### src/design/fct_pkg.sv
`timescale 1ns / 1ps
`default_nettype none
// ----------------------------------------------------------------------------
// fct_pkg
// Shared types, result codes and constant text for the cuesheet tag extractor.
// ----------------------------------------------------------------------------
package fct_pkg;

	localparam logic [1:0] KIND_START  = 2'd0;
	localparam logic [1:0] KIND_VALUE  = 2'd1;
	localparam logic [1:0] KIND_STATUS = 2'd2;

	localparam logic [2:0] ST_OK          = 3'd0;
	localparam logic [2:0] ST_BAD_MAGIC   = 3'd1;
	localparam logic [2:0] ST_TRUNCATED   = 3'd2;
	localparam logic [2:0] ST_BAD_TYPE    = 3'd3;
	localparam logic [2:0] ST_NO_EQUALS   = 3'd4;
	localparam logic [2:0] ST_NO_CUESHEET = 3'd5;

	localparam logic [6:0] MAX_BLOCK_TYPE     = 7'd6;
	localparam logic [6:0] COMMENT_BLOCK_TYPE = 7'd4;
	localparam logic [7:0] EQUALS_CHAR        = 8'h3d;
	localparam logic [3:0] KEY_LEN            = 4'd8;

	typedef struct packed {
		logic [1:0] kind;
		logic [7:0] value_byte;
		logic [2:0] status;
		logic       is_last;
	} result_t;

	// "fLaC"
	function automatic logic [7:0] magic_byte(input logic [1:0] idx);
		logic [7:0] b;
		case (idx)
			2'd0:    b = 8'h66;
			2'd1:    b = 8'h4c;
			2'd2:    b = 8'h61;
			default: b = 8'h43;
		endcase
		return b;
	endfunction

	// "cuesheet"
	function automatic logic [7:0] key_byte(input logic [2:0] idx);
		logic [7:0] b;
		case (idx)
			3'd0:    b = 8'h63;
			3'd1:    b = 8'h75;
			3'd2:    b = 8'h65;
			3'd3:    b = 8'h73;
			3'd4:    b = 8'h68;
			3'd5:    b = 8'h65;
			3'd6:    b = 8'h65;
			default: b = 8'h74;
		endcase
		return b;
	endfunction

	function automatic result_t mk_result(input logic [1:0] kind, input logic [7:0] val,
			input logic [2:0] st);
		result_t r;
		r.kind       = kind;
		r.value_byte = val;
		r.status     = st;
		r.is_last    = 1'b0;
		return r;
	endfunction

endpackage
`default_nettype wire

### src/design/fct_stream_if.sv
`timescale 1ns / 1ps
`default_nettype none
// ----------------------------------------------------------------------------
// fct_stream_if
// Valid/ready channels: file bytes in, extracted results out.
// ----------------------------------------------------------------------------
interface fct_byte_if;
	logic       valid;
	logic       ready;
	logic [7:0] data_byte;
	logic       end_of_file;

	modport source (output valid, output data_byte, output end_of_file, input ready);
	modport sink   (input valid, input data_byte, input end_of_file, output ready);
endinterface

interface fct_result_if;
	logic       valid;
	logic       ready;
	logic [1:0] kind;
	logic [7:0] value_byte;
	logic [2:0] status;
	logic       is_last;

	modport source (output valid, output kind, output value_byte, output status,
		output is_last, input ready);
	modport sink   (input valid, input kind, input value_byte, input status,
		input is_last, output ready);
endinterface
`default_nettype wire

### src/design/fct_parser.sv
`timescale 1ns / 1ps
`default_nettype none
// ----------------------------------------------------------------------------
// fct_parser
// Per-byte metadata walker: updates parse state and forms up to two results.
// ----------------------------------------------------------------------------
module fct_parser (
	input  wire logic            clk,
	input  wire logic            arst_n,
	input  wire logic            go,
	input  wire logic [7:0]      data_byte,
	input  wire logic            end_of_file,
	output fct_pkg::result_t     res0,
	output fct_pkg::result_t     res1,
	output logic [1:0]           res_n
);

	typedef enum logic [2:0] {
		PH_MAGIC,
		PH_HEADER,
		PH_SKIP,
		PH_VENDOR_LEN,
		PH_VENDOR,
		PH_COUNT,
		PH_COMMENT_LEN,
		PH_COMMENT
	} phase_t;

	phase_t      ph_q, ph_d;
	logic [1:0]  idx_q, idx_d;
	logic [31:0] shift_q, shift_d;
	logic [31:0] brem_q, brem_d;
	logic [31:0] crem_q, crem_d;
	logic        last_q, last_d;
	logic [3:0]  kpos_q, kpos_d;
	logic        kmatch_q, kmatch_d;
	logic        eq_q, eq_d;
	logic        found_q, found_d;
	logic        given_q, given_d;

	fct_pkg::result_t res [2];

	always_comb begin
		logic [1:0]  n;
		logic [1:0]  idx_inc;
		logic        fld_done;
		logic [31:0] shift_be;
		logic [31:0] shift_le;
		logic [6:0]  hdr_type;

		n        = 2'd0;
		res[0]   = '0;
		res[1]   = '0;
		idx_inc  = idx_q + 2'd1;
		fld_done = (idx_q == 2'd3);
		shift_be = {shift_q[23:0], data_byte};
		shift_le = shift_q | ({24'd0, data_byte} << {idx_q, 3'b000});
		hdr_type = shift_be[30:24];

		ph_d     = ph_q;
		idx_d    = idx_q;
		shift_d  = shift_q;
		brem_d   = brem_q;
		crem_d   = crem_q;
		last_d   = last_q;
		kpos_d   = kpos_q;
		kmatch_d = kmatch_q;
		eq_d     = eq_q;
		found_d  = found_q;
		given_d  = given_q;

		if (!given_q) begin
			case (ph_q)
				PH_MAGIC: begin
					if (data_byte != fct_pkg::magic_byte(idx_q)) begin
						res[n[0]] = fct_pkg::mk_result(fct_pkg::KIND_STATUS, 8'd0,
							fct_pkg::ST_BAD_MAGIC);
						n = n + 2'd1;
						given_d = 1'b1;
					end else if (fld_done) begin
						ph_d = PH_HEADER; idx_d = 2'd0; shift_d = '0;
					end else begin
						idx_d = idx_inc;
					end
				end
				PH_HEADER: begin
					shift_d = shift_be;
					idx_d   = idx_inc;
					if (fld_done) begin
						last_d = shift_be[31];
						if (hdr_type > fct_pkg::MAX_BLOCK_TYPE) begin
							res[n[0]] = fct_pkg::mk_result(fct_pkg::KIND_STATUS, 8'd0,
								fct_pkg::ST_BAD_TYPE);
							n = n + 2'd1;
							given_d = 1'b1;
						end else if (hdr_type == fct_pkg::COMMENT_BLOCK_TYPE) begin
							ph_d = PH_VENDOR_LEN; idx_d = 2'd0; shift_d = '0;
						end else begin
							brem_d = {8'd0, shift_be[23:0]};
							ph_d   = PH_SKIP;
							if (shift_be[23:0] == 24'd0) begin
								if (last_d) begin
									res[n[0]] = fct_pkg::mk_result(fct_pkg::KIND_STATUS, 8'd0,
										found_d ? fct_pkg::ST_OK : fct_pkg::ST_NO_CUESHEET);
									n = n + 2'd1;
									given_d = 1'b1;
								end else begin
									ph_d = PH_HEADER; idx_d = 2'd0; shift_d = '0;
								end
							end
						end
					end
				end
				PH_SKIP: begin
					brem_d = brem_q - 32'd1;
					if (brem_d == 32'd0) begin
						if (last_d) begin
							res[n[0]] = fct_pkg::mk_result(fct_pkg::KIND_STATUS, 8'd0,
								found_d ? fct_pkg::ST_OK : fct_pkg::ST_NO_CUESHEET);
							n = n + 2'd1;
							given_d = 1'b1;
						end else begin
							ph_d = PH_HEADER; idx_d = 2'd0; shift_d = '0;
						end
					end
				end
				PH_VENDOR_LEN: begin
					shift_d = shift_le;
					idx_d   = idx_inc;
					if (fld_done) begin
						brem_d = shift_le;
						if (shift_le == 32'd0) begin
							ph_d = PH_COUNT; idx_d = 2'd0; shift_d = '0;
						end else begin
							ph_d = PH_VENDOR;
						end
					end
				end
				PH_VENDOR: begin
					brem_d = brem_q - 32'd1;
					if (brem_d == 32'd0) begin
						ph_d = PH_COUNT; idx_d = 2'd0; shift_d = '0;
					end
				end
				PH_COUNT: begin
					shift_d = shift_le;
					idx_d   = idx_inc;
					if (fld_done) begin
						crem_d = shift_le;
						if (shift_le == 32'd0) begin
							if (last_d) begin
								res[n[0]] = fct_pkg::mk_result(fct_pkg::KIND_STATUS, 8'd0,
									found_d ? fct_pkg::ST_OK : fct_pkg::ST_NO_CUESHEET);
								n = n + 2'd1;
								given_d = 1'b1;
							end else begin
								ph_d = PH_HEADER; idx_d = 2'd0; shift_d = '0;
							end
						end else begin
							ph_d = PH_COMMENT_LEN; idx_d = 2'd0; shift_d = '0;
						end
					end
				end
				PH_COMMENT_LEN: begin
					shift_d = shift_le;
					idx_d   = idx_inc;
					if (fld_done) begin
						brem_d   = shift_le;
						kpos_d   = 4'd0;
						kmatch_d = 1'b1;
						eq_d     = 1'b0;
						if (shift_le == 32'd0) begin
							res[n[0]] = fct_pkg::mk_result(fct_pkg::KIND_STATUS, 8'd0,
								fct_pkg::ST_NO_EQUALS);
							n = n + 2'd1;
							given_d = 1'b1;
						end else begin
							ph_d = PH_COMMENT;
						end
					end
				end
				PH_COMMENT: begin
					if (!eq_q) begin
						if (data_byte == fct_pkg::EQUALS_CHAR) begin
							eq_d     = 1'b1;
							kmatch_d = kmatch_q && (kpos_q == fct_pkg::KEY_LEN);
							if (kmatch_d) begin
								res[n[0]] = fct_pkg::mk_result(fct_pkg::KIND_START, 8'd0,
									fct_pkg::ST_OK);
								n = n + 2'd1;
								found_d = 1'b1;
							end
						end else if (kmatch_q) begin
							if (kpos_q < fct_pkg::KEY_LEN
									&& data_byte == fct_pkg::key_byte(kpos_q[2:0])) begin
								kpos_d = kpos_q + 4'd1;
							end else begin
								kmatch_d = 1'b0;
							end
						end
					end else if (kmatch_q) begin
						res[n[0]] = fct_pkg::mk_result(fct_pkg::KIND_VALUE, data_byte,
							fct_pkg::ST_OK);
						n = n + 2'd1;
					end
					brem_d = brem_q - 32'd1;
					if (brem_d == 32'd0) begin
						if (!eq_d) begin
							res[n[0]] = fct_pkg::mk_result(fct_pkg::KIND_STATUS, 8'd0,
								fct_pkg::ST_NO_EQUALS);
							n = n + 2'd1;
							given_d = 1'b1;
						end else begin
							crem_d = crem_q - 32'd1;
							if (crem_d == 32'd0) begin
								if (last_d) begin
									res[n[0]] = fct_pkg::mk_result(fct_pkg::KIND_STATUS, 8'd0,
										found_d ? fct_pkg::ST_OK : fct_pkg::ST_NO_CUESHEET);
									n = n + 2'd1;
									given_d = 1'b1;
								end else begin
									ph_d = PH_HEADER; idx_d = 2'd0; shift_d = '0;
								end
							end else begin
								ph_d = PH_COMMENT_LEN; idx_d = 2'd0; shift_d = '0;
							end
						end
					end
				end
				default: begin
					res[n[0]] = fct_pkg::mk_result(fct_pkg::KIND_STATUS, 8'd0,
						fct_pkg::ST_TRUNCATED);
					n = n + 2'd1;
					given_d = 1'b1;
				end
			endcase
		end

		// end of file without a status yet
		if (end_of_file && !given_d) begin
			if (ph_d == PH_MAGIC) begin
				res[n[0]] = fct_pkg::mk_result(fct_pkg::KIND_STATUS, 8'd0,
					fct_pkg::ST_BAD_MAGIC);
			end else if ((ph_d == PH_HEADER && idx_d == 2'd0) || ph_d == PH_SKIP) begin
				res[n[0]] = fct_pkg::mk_result(fct_pkg::KIND_STATUS, 8'd0,
					found_d ? fct_pkg::ST_OK : fct_pkg::ST_NO_CUESHEET);
			end else begin
				res[n[0]] = fct_pkg::mk_result(fct_pkg::KIND_STATUS, 8'd0,
					fct_pkg::ST_TRUNCATED);
			end
			n = n + 2'd1;
			given_d = 1'b1;
		end

		if (n == 2'd1) begin
			res[0].is_last = 1'b1;
		end else if (n == 2'd2) begin
			res[1].is_last = 1'b1;
		end

		if (end_of_file) begin
			ph_d     = PH_MAGIC;
			idx_d    = 2'd0;
			shift_d  = '0;
			brem_d   = '0;
			crem_d   = '0;
			last_d   = 1'b0;
			kpos_d   = 4'd0;
			kmatch_d = 1'b1;
			eq_d     = 1'b0;
			found_d  = 1'b0;
			given_d  = 1'b0;
		end

		res_n = n;
	end

	assign res0 = res[0];
	assign res1 = res[1];

	always_ff @(posedge clk or negedge arst_n) begin
		if (!arst_n) begin
			ph_q     <= PH_MAGIC;
			idx_q    <= 2'd0;
			shift_q  <= '0;
			brem_q   <= '0;
			crem_q   <= '0;
			last_q   <= 1'b0;
			kpos_q   <= 4'd0;
			kmatch_q <= 1'b1;
			eq_q     <= 1'b0;
			found_q  <= 1'b0;
			given_q  <= 1'b0;
		end else if (go) begin
			ph_q     <= ph_d;
			idx_q    <= idx_d;
			shift_q  <= shift_d;
			brem_q   <= brem_d;
			crem_q   <= crem_d;
			last_q   <= last_d;
			kpos_q   <= kpos_d;
			kmatch_q <= kmatch_d;
			eq_q     <= eq_d;
			found_q  <= found_d;
			given_q  <= given_d;
		end
	end

	a_eof_resets: assert property (@(posedge clk) disable iff (!arst_n)
		go && end_of_file |=> ph_q == PH_MAGIC && !given_q && !found_q)
		else $error("parse state not cleared after final byte");

	a_last_on_eof: assert property (@(posedge clk) disable iff (!arst_n)
		go && end_of_file && !given_q |-> res_n != 2'd0)
		else $error("final byte without a status");

	a_key_bound: assert property (@(posedge clk) disable iff (!arst_n)
		kpos_q <= fct_pkg::KEY_LEN)
		else $error("key position past key length");

endmodule
`default_nettype wire

### src/design/fct_res_fifo.sv
`timescale 1ns / 1ps
`default_nettype none
// ----------------------------------------------------------------------------
// fct_res_fifo
// Four-entry result queue: up to two pushes and one pop per cycle.
// ----------------------------------------------------------------------------
module fct_res_fifo (
	input  wire logic             clk,
	input  wire logic             arst_n,
	input  wire logic [1:0]       push_n,
	input  wire fct_pkg::result_t din0,
	input  wire fct_pkg::result_t din1,
	output logic                  room,
	input  wire logic             pop,
	output logic                  dout_valid,
	output fct_pkg::result_t      dout
);

	fct_pkg::result_t mem_q [4];
	logic [1:0] wp_q;
	logic [1:0] rp_q;
	logic [2:0] cnt_q;
	logic [3:0] cnt_sum;

	assign room       = (cnt_q <= 3'd2);
	assign dout_valid = (cnt_q != 3'd0);
	assign dout       = mem_q[rp_q];
	assign cnt_sum    = {1'b0, cnt_q} + {2'b00, push_n};

	always_ff @(posedge clk) begin
		if (push_n != 2'd0) begin
			mem_q[wp_q] <= din0;
		end
		if (push_n == 2'd2) begin
			mem_q[wp_q + 2'd1] <= din1;
		end
	end

	always_ff @(posedge clk or negedge arst_n) begin
		if (!arst_n) begin
			wp_q  <= 2'd0;
			rp_q  <= 2'd0;
			cnt_q <= 3'd0;
		end else begin
			wp_q  <= wp_q + push_n;
			rp_q  <= rp_q + {1'b0, pop && dout_valid};
			cnt_q <= 3'(cnt_sum - {3'b000, pop && dout_valid});
		end
	end

	a_no_overflow: assert property (@(posedge clk) disable iff (!arst_n)
		push_n != 2'd0 |-> cnt_sum <= 4'd4)
		else $error("result queue overflow");

	a_push_max: assert property (@(posedge clk) disable iff (!arst_n)
		push_n != 2'd3)
		else $error("more than two results pushed");

	a_pop_count: assert property (@(posedge clk) disable iff (!arst_n)
		pop && dout_valid && push_n == 2'd0 |=> cnt_q == $past(cnt_q) - 3'd1)
		else $error("pop did not decrement occupancy");

endmodule
`default_nettype wire

### src/design/flac_cuesheet_tag_extractor_unit.sv
`timescale 1ns / 1ps
`default_nettype none
// ----------------------------------------------------------------------------
// flac_cuesheet_tag_extractor_unit
// Walks FLAC metadata one byte per item and extracts the "cuesheet" comment.
// ----------------------------------------------------------------------------
// One file byte is taken per clock while the queue has room. Each byte is
// registered, walked through the metadata parser once the queue can take its
// results, and its zero, one or two results go into a four-entry result queue
// that drives the output channel. Input throughput is one byte per cycle while
// the queue has room for two results; the queue drains one result per cycle
// while the output is ready, so bytes that stream a cuesheet value sustain
// full rate and a byte giving two results fills the queue faster than it
// drains. One status result ends every file; after the final byte the
// parser is back in its reset state for the next file.
module flac_cuesheet_tag_extractor_unit (
	input  wire logic      clk,
	input  wire logic      arst_n,
	fct_byte_if.sink       in_ch,
	fct_result_if.source   out_ch
);

	logic       valid_s1;
	logic [7:0] byte_s1;
	logic       eof_s1;
	logic       room;
	logic       go;
	logic [1:0] res_n;

	fct_pkg::result_t res0;
	fct_pkg::result_t res1;
	fct_pkg::result_t head;

	assign go          = valid_s1 && room;
	assign in_ch.ready = !valid_s1 || go;

	always_ff @(posedge clk or negedge arst_n) begin
		if (!arst_n) begin
			valid_s1 <= 1'b0;
		end else if (in_ch.valid && in_ch.ready) begin
			valid_s1 <= 1'b1;
		end else if (go) begin
			valid_s1 <= 1'b0;
		end
	end

	always_ff @(posedge clk) begin
		if (in_ch.valid && in_ch.ready) begin
			byte_s1 <= in_ch.data_byte;
			eof_s1  <= in_ch.end_of_file;
		end
	end

	fct_parser u_parser (
		.clk         (clk),
		.arst_n      (arst_n),
		.go          (go),
		.data_byte   (byte_s1),
		.end_of_file (eof_s1),
		.res0        (res0),
		.res1        (res1),
		.res_n       (res_n)
	);

	fct_res_fifo u_fifo (
		.clk        (clk),
		.arst_n     (arst_n),
		.push_n     (go ? res_n : 2'd0),
		.din0       (res0),
		.din1       (res1),
		.room       (room),
		.pop        (out_ch.ready),
		.dout_valid (out_ch.valid),
		.dout       (head)
	);

	assign out_ch.kind       = head.kind;
	assign out_ch.value_byte = head.value_byte;
	assign out_ch.status     = head.status;
	assign out_ch.is_last    = head.is_last;

	a_go_needs_item: assert property (@(posedge clk) disable iff (!arst_n)
		go |-> valid_s1 && room)
		else $error("parser stepped without a held item");

	a_hold_when_blocked: assert property (@(posedge clk) disable iff (!arst_n)
		valid_s1 && !room |=> valid_s1 && $stable(byte_s1) && $stable(eof_s1))
		else $error("held item lost while queue full");

	a_ready_when_empty: assert property (@(posedge clk) disable iff (!arst_n)
		!valid_s1 |-> in_ch.ready)
		else $error("input stalled with empty stage");

endmodule
`default_nettype wire
### src/flat_wrapper.sv
// flat-port wrapper written by rule: the top's interface ports become plain ports
module flac_cuesheet_tag_extractor_unit_flat 
  (clk, arst_n, in_ch_valid, in_ch_data_byte, in_ch_end_of_file, in_ch_ready, out_ch_valid, out_ch_kind, out_ch_value_byte, out_ch_status, out_ch_is_last, out_ch_ready);
  fct_byte_if in_ch_i ();
  fct_result_if out_ch_i ();
  input  wire logic clk;
  input  wire logic arst_n;
  input wire logic [$bits(in_ch_i.valid)-1:0] in_ch_valid;
  input wire logic [$bits(in_ch_i.data_byte)-1:0] in_ch_data_byte;
  input wire logic [$bits(in_ch_i.end_of_file)-1:0] in_ch_end_of_file;
  output wire logic [$bits(in_ch_i.ready)-1:0] in_ch_ready;
  output wire logic [$bits(out_ch_i.valid)-1:0] out_ch_valid;
  output wire logic [$bits(out_ch_i.kind)-1:0] out_ch_kind;
  output wire logic [$bits(out_ch_i.value_byte)-1:0] out_ch_value_byte;
  output wire logic [$bits(out_ch_i.status)-1:0] out_ch_status;
  output wire logic [$bits(out_ch_i.is_last)-1:0] out_ch_is_last;
  input wire logic [$bits(out_ch_i.ready)-1:0] out_ch_ready;
  assign in_ch_i.valid = in_ch_valid;
  assign in_ch_i.data_byte = in_ch_data_byte;
  assign in_ch_i.end_of_file = in_ch_end_of_file;
  assign in_ch_ready = in_ch_i.ready;
  assign out_ch_valid = out_ch_i.valid;
  assign out_ch_kind = out_ch_i.kind;
  assign out_ch_value_byte = out_ch_i.value_byte;
  assign out_ch_status = out_ch_i.status;
  assign out_ch_is_last = out_ch_i.is_last;
  assign out_ch_i.ready = out_ch_ready;
  flac_cuesheet_tag_extractor_unit u_core (.clk(clk), .arst_n(arst_n), .in_ch(in_ch_i), .out_ch(out_ch_i));
endmodule
### config.mk
export PLATFORM = sky130hd
export DESIGN_NAME = flac_cuesheet_tag_extractor_unit_flat
export DESIGN_NICKNAME = d
export VERILOG_FILES = /design/src/design/fct_pkg.sv /design/src/design/fct_stream_if.sv /design/src/design/fct_parser.sv /design/src/design/fct_res_fifo.sv /design/src/design/flac_cuesheet_tag_extractor_unit.sv /design/src/flat_wrapper.sv
export SDC_FILE = /design/constraint.sdc
export NUM_CORES = 1
export LEC_CHECK = 0
export ABC_AREA = 1
export BUFFER_PORTS_ARGS = -buffer_cell sky130_fd_sc_hd__buf_2
export CAP_MARGIN = 20
export CORE_AREA = 2 2 175 177
export DETAILED_ROUTE_END_ITERATION = 12
export DIE_AREA = 0 0 177 179
export GPL_ROUTABILITY_DRIVEN = 0
export PLACE_DENSITY = 0.6
export SLEW_MARGIN = 20
export SYNTH_ARGS = -nofsm -noshare
export SYNTH_HDL_FRONTEND = slang
export SYNTH_SLANG_ARGS = --single-unit
### constraint.sdc
create_clock -name clk -period 4.6 [get_ports clk]
set_input_delay 0.92 -clock clk [delete_from_list [all_inputs] [get_ports clk]]
set_output_delay 0.92 -clock clk [all_outputs]
set_load 0.1 [all_outputs]
==> results.py <==
metrics = {
    "run_status": {
        "outcome": "finished clean",
    },
    "power": {
        "power_density_nw_per_um2": 772,
        "power_leakage_uw": 0.00680,
        "p_sw_uw": 6600,
        "netSwitchingFraction": 0.584,
        "power_frac_seq": 0.215,
        "share_comb_of_total_power": 0.650,
        "p_int_uw": 4690,
        "ir_drop_v": 0.000451,
        "p_clk_frac": 0.135,
    },
    "timing": {
        "slew-limit-headroom": 0.460,
        "maxSlewViolCount": 0,
        "fin_skew_ns": 0.0152,
        "finalHoldViolations": 0,
        "period_minus_slack_ns": 4.20,
        "fin_crit_sh": 0.913,
        "setup_tns_ns": 0,
        "setup_viol": 0,
        "grt_setup_unrepaired": "false",
        "fmax_ghz": 0.238,
        "worst_pin_slew_ns": 0.810,
    },
    "die": {
        "die_h_um": 179,
        "fp.coreArea_um2": 30000,
        "die_w_um": 177,
        "io_pins": 29,
        "rows": 64,
        "start_util": 0.440,
        "die_area_um2": 31700,
    },
    "placement": {
        "placedInstanceArea_um2": 14000,
        "place_hpwl_um": 35900,
        "port_buffers": 28,
    },
    "routing": {
        "wl_per_cell_um": 20.1,
        "dr.pass1.iters": 6,
        "vias": 14000,
        "wl_um": 48100,
        "via_per_inst": 5.84,
        "drt_iter0_drc": 1914,
        "antenna_left": 0,
        "drc": 0,
    },
    "clock_network": {
        "clock_latency_ns": 0.45,
        "cts_sinks": 183,
        "ctsRootBufferMaster": "clkbuf_16",
        "cts_tree": "done",
        "clockBufferDepth": 2,
        "clkTransAtPathRegs_ns": 0.09,
        "numCtsBuffers": 17,
        "cts_max_level": 4,
    },
    "worst_setup_path": {
        "worst-path-buf-inv": 2,
        "cp_slowest_cell": "edfxtp_1",
        "cp_common_cell": "nand2_1",
        "end_kind": "flop",
        "worstPathArrival_ns": 4.56,
        "crit_family": "simple AND/OR/NAND/NOR gates",
        "cp.required_ns": 4.96,
        "cp-start-kind": "flop",
        "worstSetupPathType": "reg -> reg",
        "crit_fanout": 8,
        "cp_cell_sequence": "nand2_1, o21ai_0, inv_1, nand2_1, nor2_1, nand2_1, nor2_1, and2_4, nand3_2, nand3b_1, nor2_2, nand3_1, nor2_2, nand2_2, nand2_2, nand3_4, ha_1, inv_1, fa_1, xnor2_1",
        "slowest_delay_ns": 0.70,
    },
    "synth": {
        "ys_async_sr_fraction": 0.645,
        "synth_compound_area_frac": 0.180,
        "muxShareOfSynthArea": 0,
        "synth_simple_gate_area_share": 0.325,
        "netlist_instances": 1947,
        "post_synth_num_cell_types": 56,
        "ys.flop_type": "dfrtp_1",
        "ys_warn_count": 0,
        "synth_xor_area_frac": 0.00787,
        "synth_top_family_by_area": "simple AND/OR/NAND/NOR gates",
        "ys_seq_elements": 183,
        "yosysSeqAreaShare": 0.372,
        "synthesis.nets": 1984,
        "synth_edf_count": 65,
        "synth_fa_ha_area_frac": 0.0233,
        "avgSynthCellArea_um2": 6.78,
        "synth_area_um2": 13200,
    },
    "global_routing": {
        "grt_pass1_vias": 13100,
        "grt_use_total": 0.307,
        "antenna_found_initial": 2,
        "gr-total-overflow": 0,
        "grt_max_degree": 50,
        "grt_pass1_wl_um": 74800,
    },
    "layout": {
        "fin_nets": 2024,
        "fillers": 3044,
        "syn_to_final_growth_pct": 10.8,
        "drive_gt1_frac": 0.0940,
        "postLayoutCellArea_um2": 14600,
    },
    "hold_path": {
        "hold_class": "in -> async",
    },
    "run": {
        "cap_violations": 0,
    },
}
-- path summary, 6_finish.rpt --
| check | from | end | slack, ns | cells past startpoint |
|---|---|---|---|---|
| hold reg to reg | u_core.u_parser.crem_q[29] | u_core.u_parser.crem_q[29] | 0.52 | 2 |
| max in group asynchronous | arst_n | u_core.u_parser.shift_q[31] | 3.20 | 2 |
| setup / recovery | u_core.byte_s1[3] | u_core.u_fifo.cnt_q[2] | 0.40 | 20 |
| hold / removal | arst_n | u_core.u_parser.crem_q[5] | 0.43 | 1 |
| min in group clk | u_core.u_parser.crem_q[29] | u_core.u_parser.crem_q[29] | 0.52 | 2 |
| setup reg to reg | u_core.byte_s1[3] | u_core.u_fifo.cnt_q[2] | 0.40 | 20 |
-- state kept, by name, summed over array words and instances, names as in the netlist --
name,count
u_core.u_fifo.mem_q,56
u_core.u_parser.brem_q,32
u_core.u_parser.crem_q,32
u_core.u_parser.shift_q,32
u_core.byte_s1,8
u_core.u_parser.kpos_q,4
u_core.u_fifo.cnt_q,3
u_core.u_parser.ph_q,3
u_core.u_fifo.rp_q,2
u_core.u_fifo.wp_q,2
u_core.u_parser.idx_q,2
u_core.eof_s1,1
u_core.u_parser.eq_q,1
u_core.u_parser.found_q,1
u_core.u_parser.given_q,1
u_core.u_parser.kmatch_q,1
u_core.u_parser.last_q,1
u_core.valid_s1,1
-- kinds of logic (layout without fill, tap and decap cells) --
logic type               after synthesis  count (layout)
AND/OR/NAND/NOR                      998             998
buffers and inverters                315             368
adder cells (fa/ha/maj)               24              24
XOR/XNOR                              11              11
other                                  0               1
flip-flops                           183             183
AO/OA/AOI/OAI                        416             416
-- cell usage after synthesis, types with 17 or more instances --
cell type  count  area (µm²)
nand2_1      482        1810
nor2_1       295        1110
inv_1        233         875
o21ai_0      181         906
dfrtp_1      117        2930
nand3_1       97         485
o22ai_1       92         576
edfxtp_1      65        1950
clkbuf_1      55         206
a21oi_1       46         230
nand4_1       44         275
a31oi_1       39         244
ha_1          23         288
nor2_2        23         144
nor3_1        17        85.1
o21ai_1       17        85.1
-- placed cells by master (no fill, tap or decap), drive strengths merged, types with 2 or more instances in the layout --
cell	instances
a211oi	2
a21boi	2
a21oi	47
a221oi	3
a22oi	14
a31oi	39
and2	3
buf	87
clkbuf	17
clkinv	12
dfrtp	117
edfxtp	65
ha	23
inv	251
nand2	495
nand3	102
nand3b	5
nand4	44
nor2	325
nor3	19
nor3b	2
nor4	3
o211ai	4
o21ai	199
o22ai	92
o31ai	5
o32ai	2
xnor2	4
xor2	7
-- area by class of cell --
| type | count | area [µm²] | share of cell area |
|---|---|---|---|
| multi-input combinational | 1449 | 7090 | 0.485 |
| clock inverter | 15 | 185 | 0.0127 |
| antenna | 1 | 2.50 | 0.000171 |
| tap | 396 | 495 | 0.0339 |
| inverter | 249 | 935 | 0.0639 |
| clock buffer | 17 | 425 | 0.0291 |
| timing repair buffer | 87 | 589 | 0.0403 |
| sequential | 183 | 4910 | 0.335 |
-- power groups by stage --
stage / sequential [µW] / clock, µW / combinational [µW]
6_report: 2430 / 1520 / 7340
5_1_grt: 2470 / 1610 / 8060
4_1_cts: 2420 / 1540 / 7170
3_5_place_dp: 2450 / 0 / 7130
3_3_place_gp: 2450 / 0 / 7110
2_1_floorplan: 2310 / 0 / 5380
-- metal layers --
layer  vias to the layer above  GRT usage  share of wire  wire (µm)
li1                       6565          -              -          -
met4                         2      0.148          0.048       2290
met1                      6511      0.431           0.43      20900
met3                       152     0.0553          0.095       4550
met2                       768      0.456           0.42      20400
met5                         -          0        0.00021         10
-- repair_timing --
action,4_1_cts,5_1_grt
resized for setup,0,1
hold buffers,0,0
setup buffers,0,0
setup endpoints to repair,0,57
endpoints found under the hold margin,0,0
-- metrics by stage --
stage	std cells	setup WS, ns	total power, µW	hold WS (ns)	util
global route	2396	0.0758	12100	0.466	0.487
floorplan	1947	0.400	7690	0.471	-
global placement	2364	0.521	9560	0.498	0.467
detailed placement	2364	0.412	9580	0.501	0.467
CTS	2396	0.380	11100	0.455	0.487
finish	2397	0.398	11300	0.428	0.487
Power figures use the tool's default switching activity.
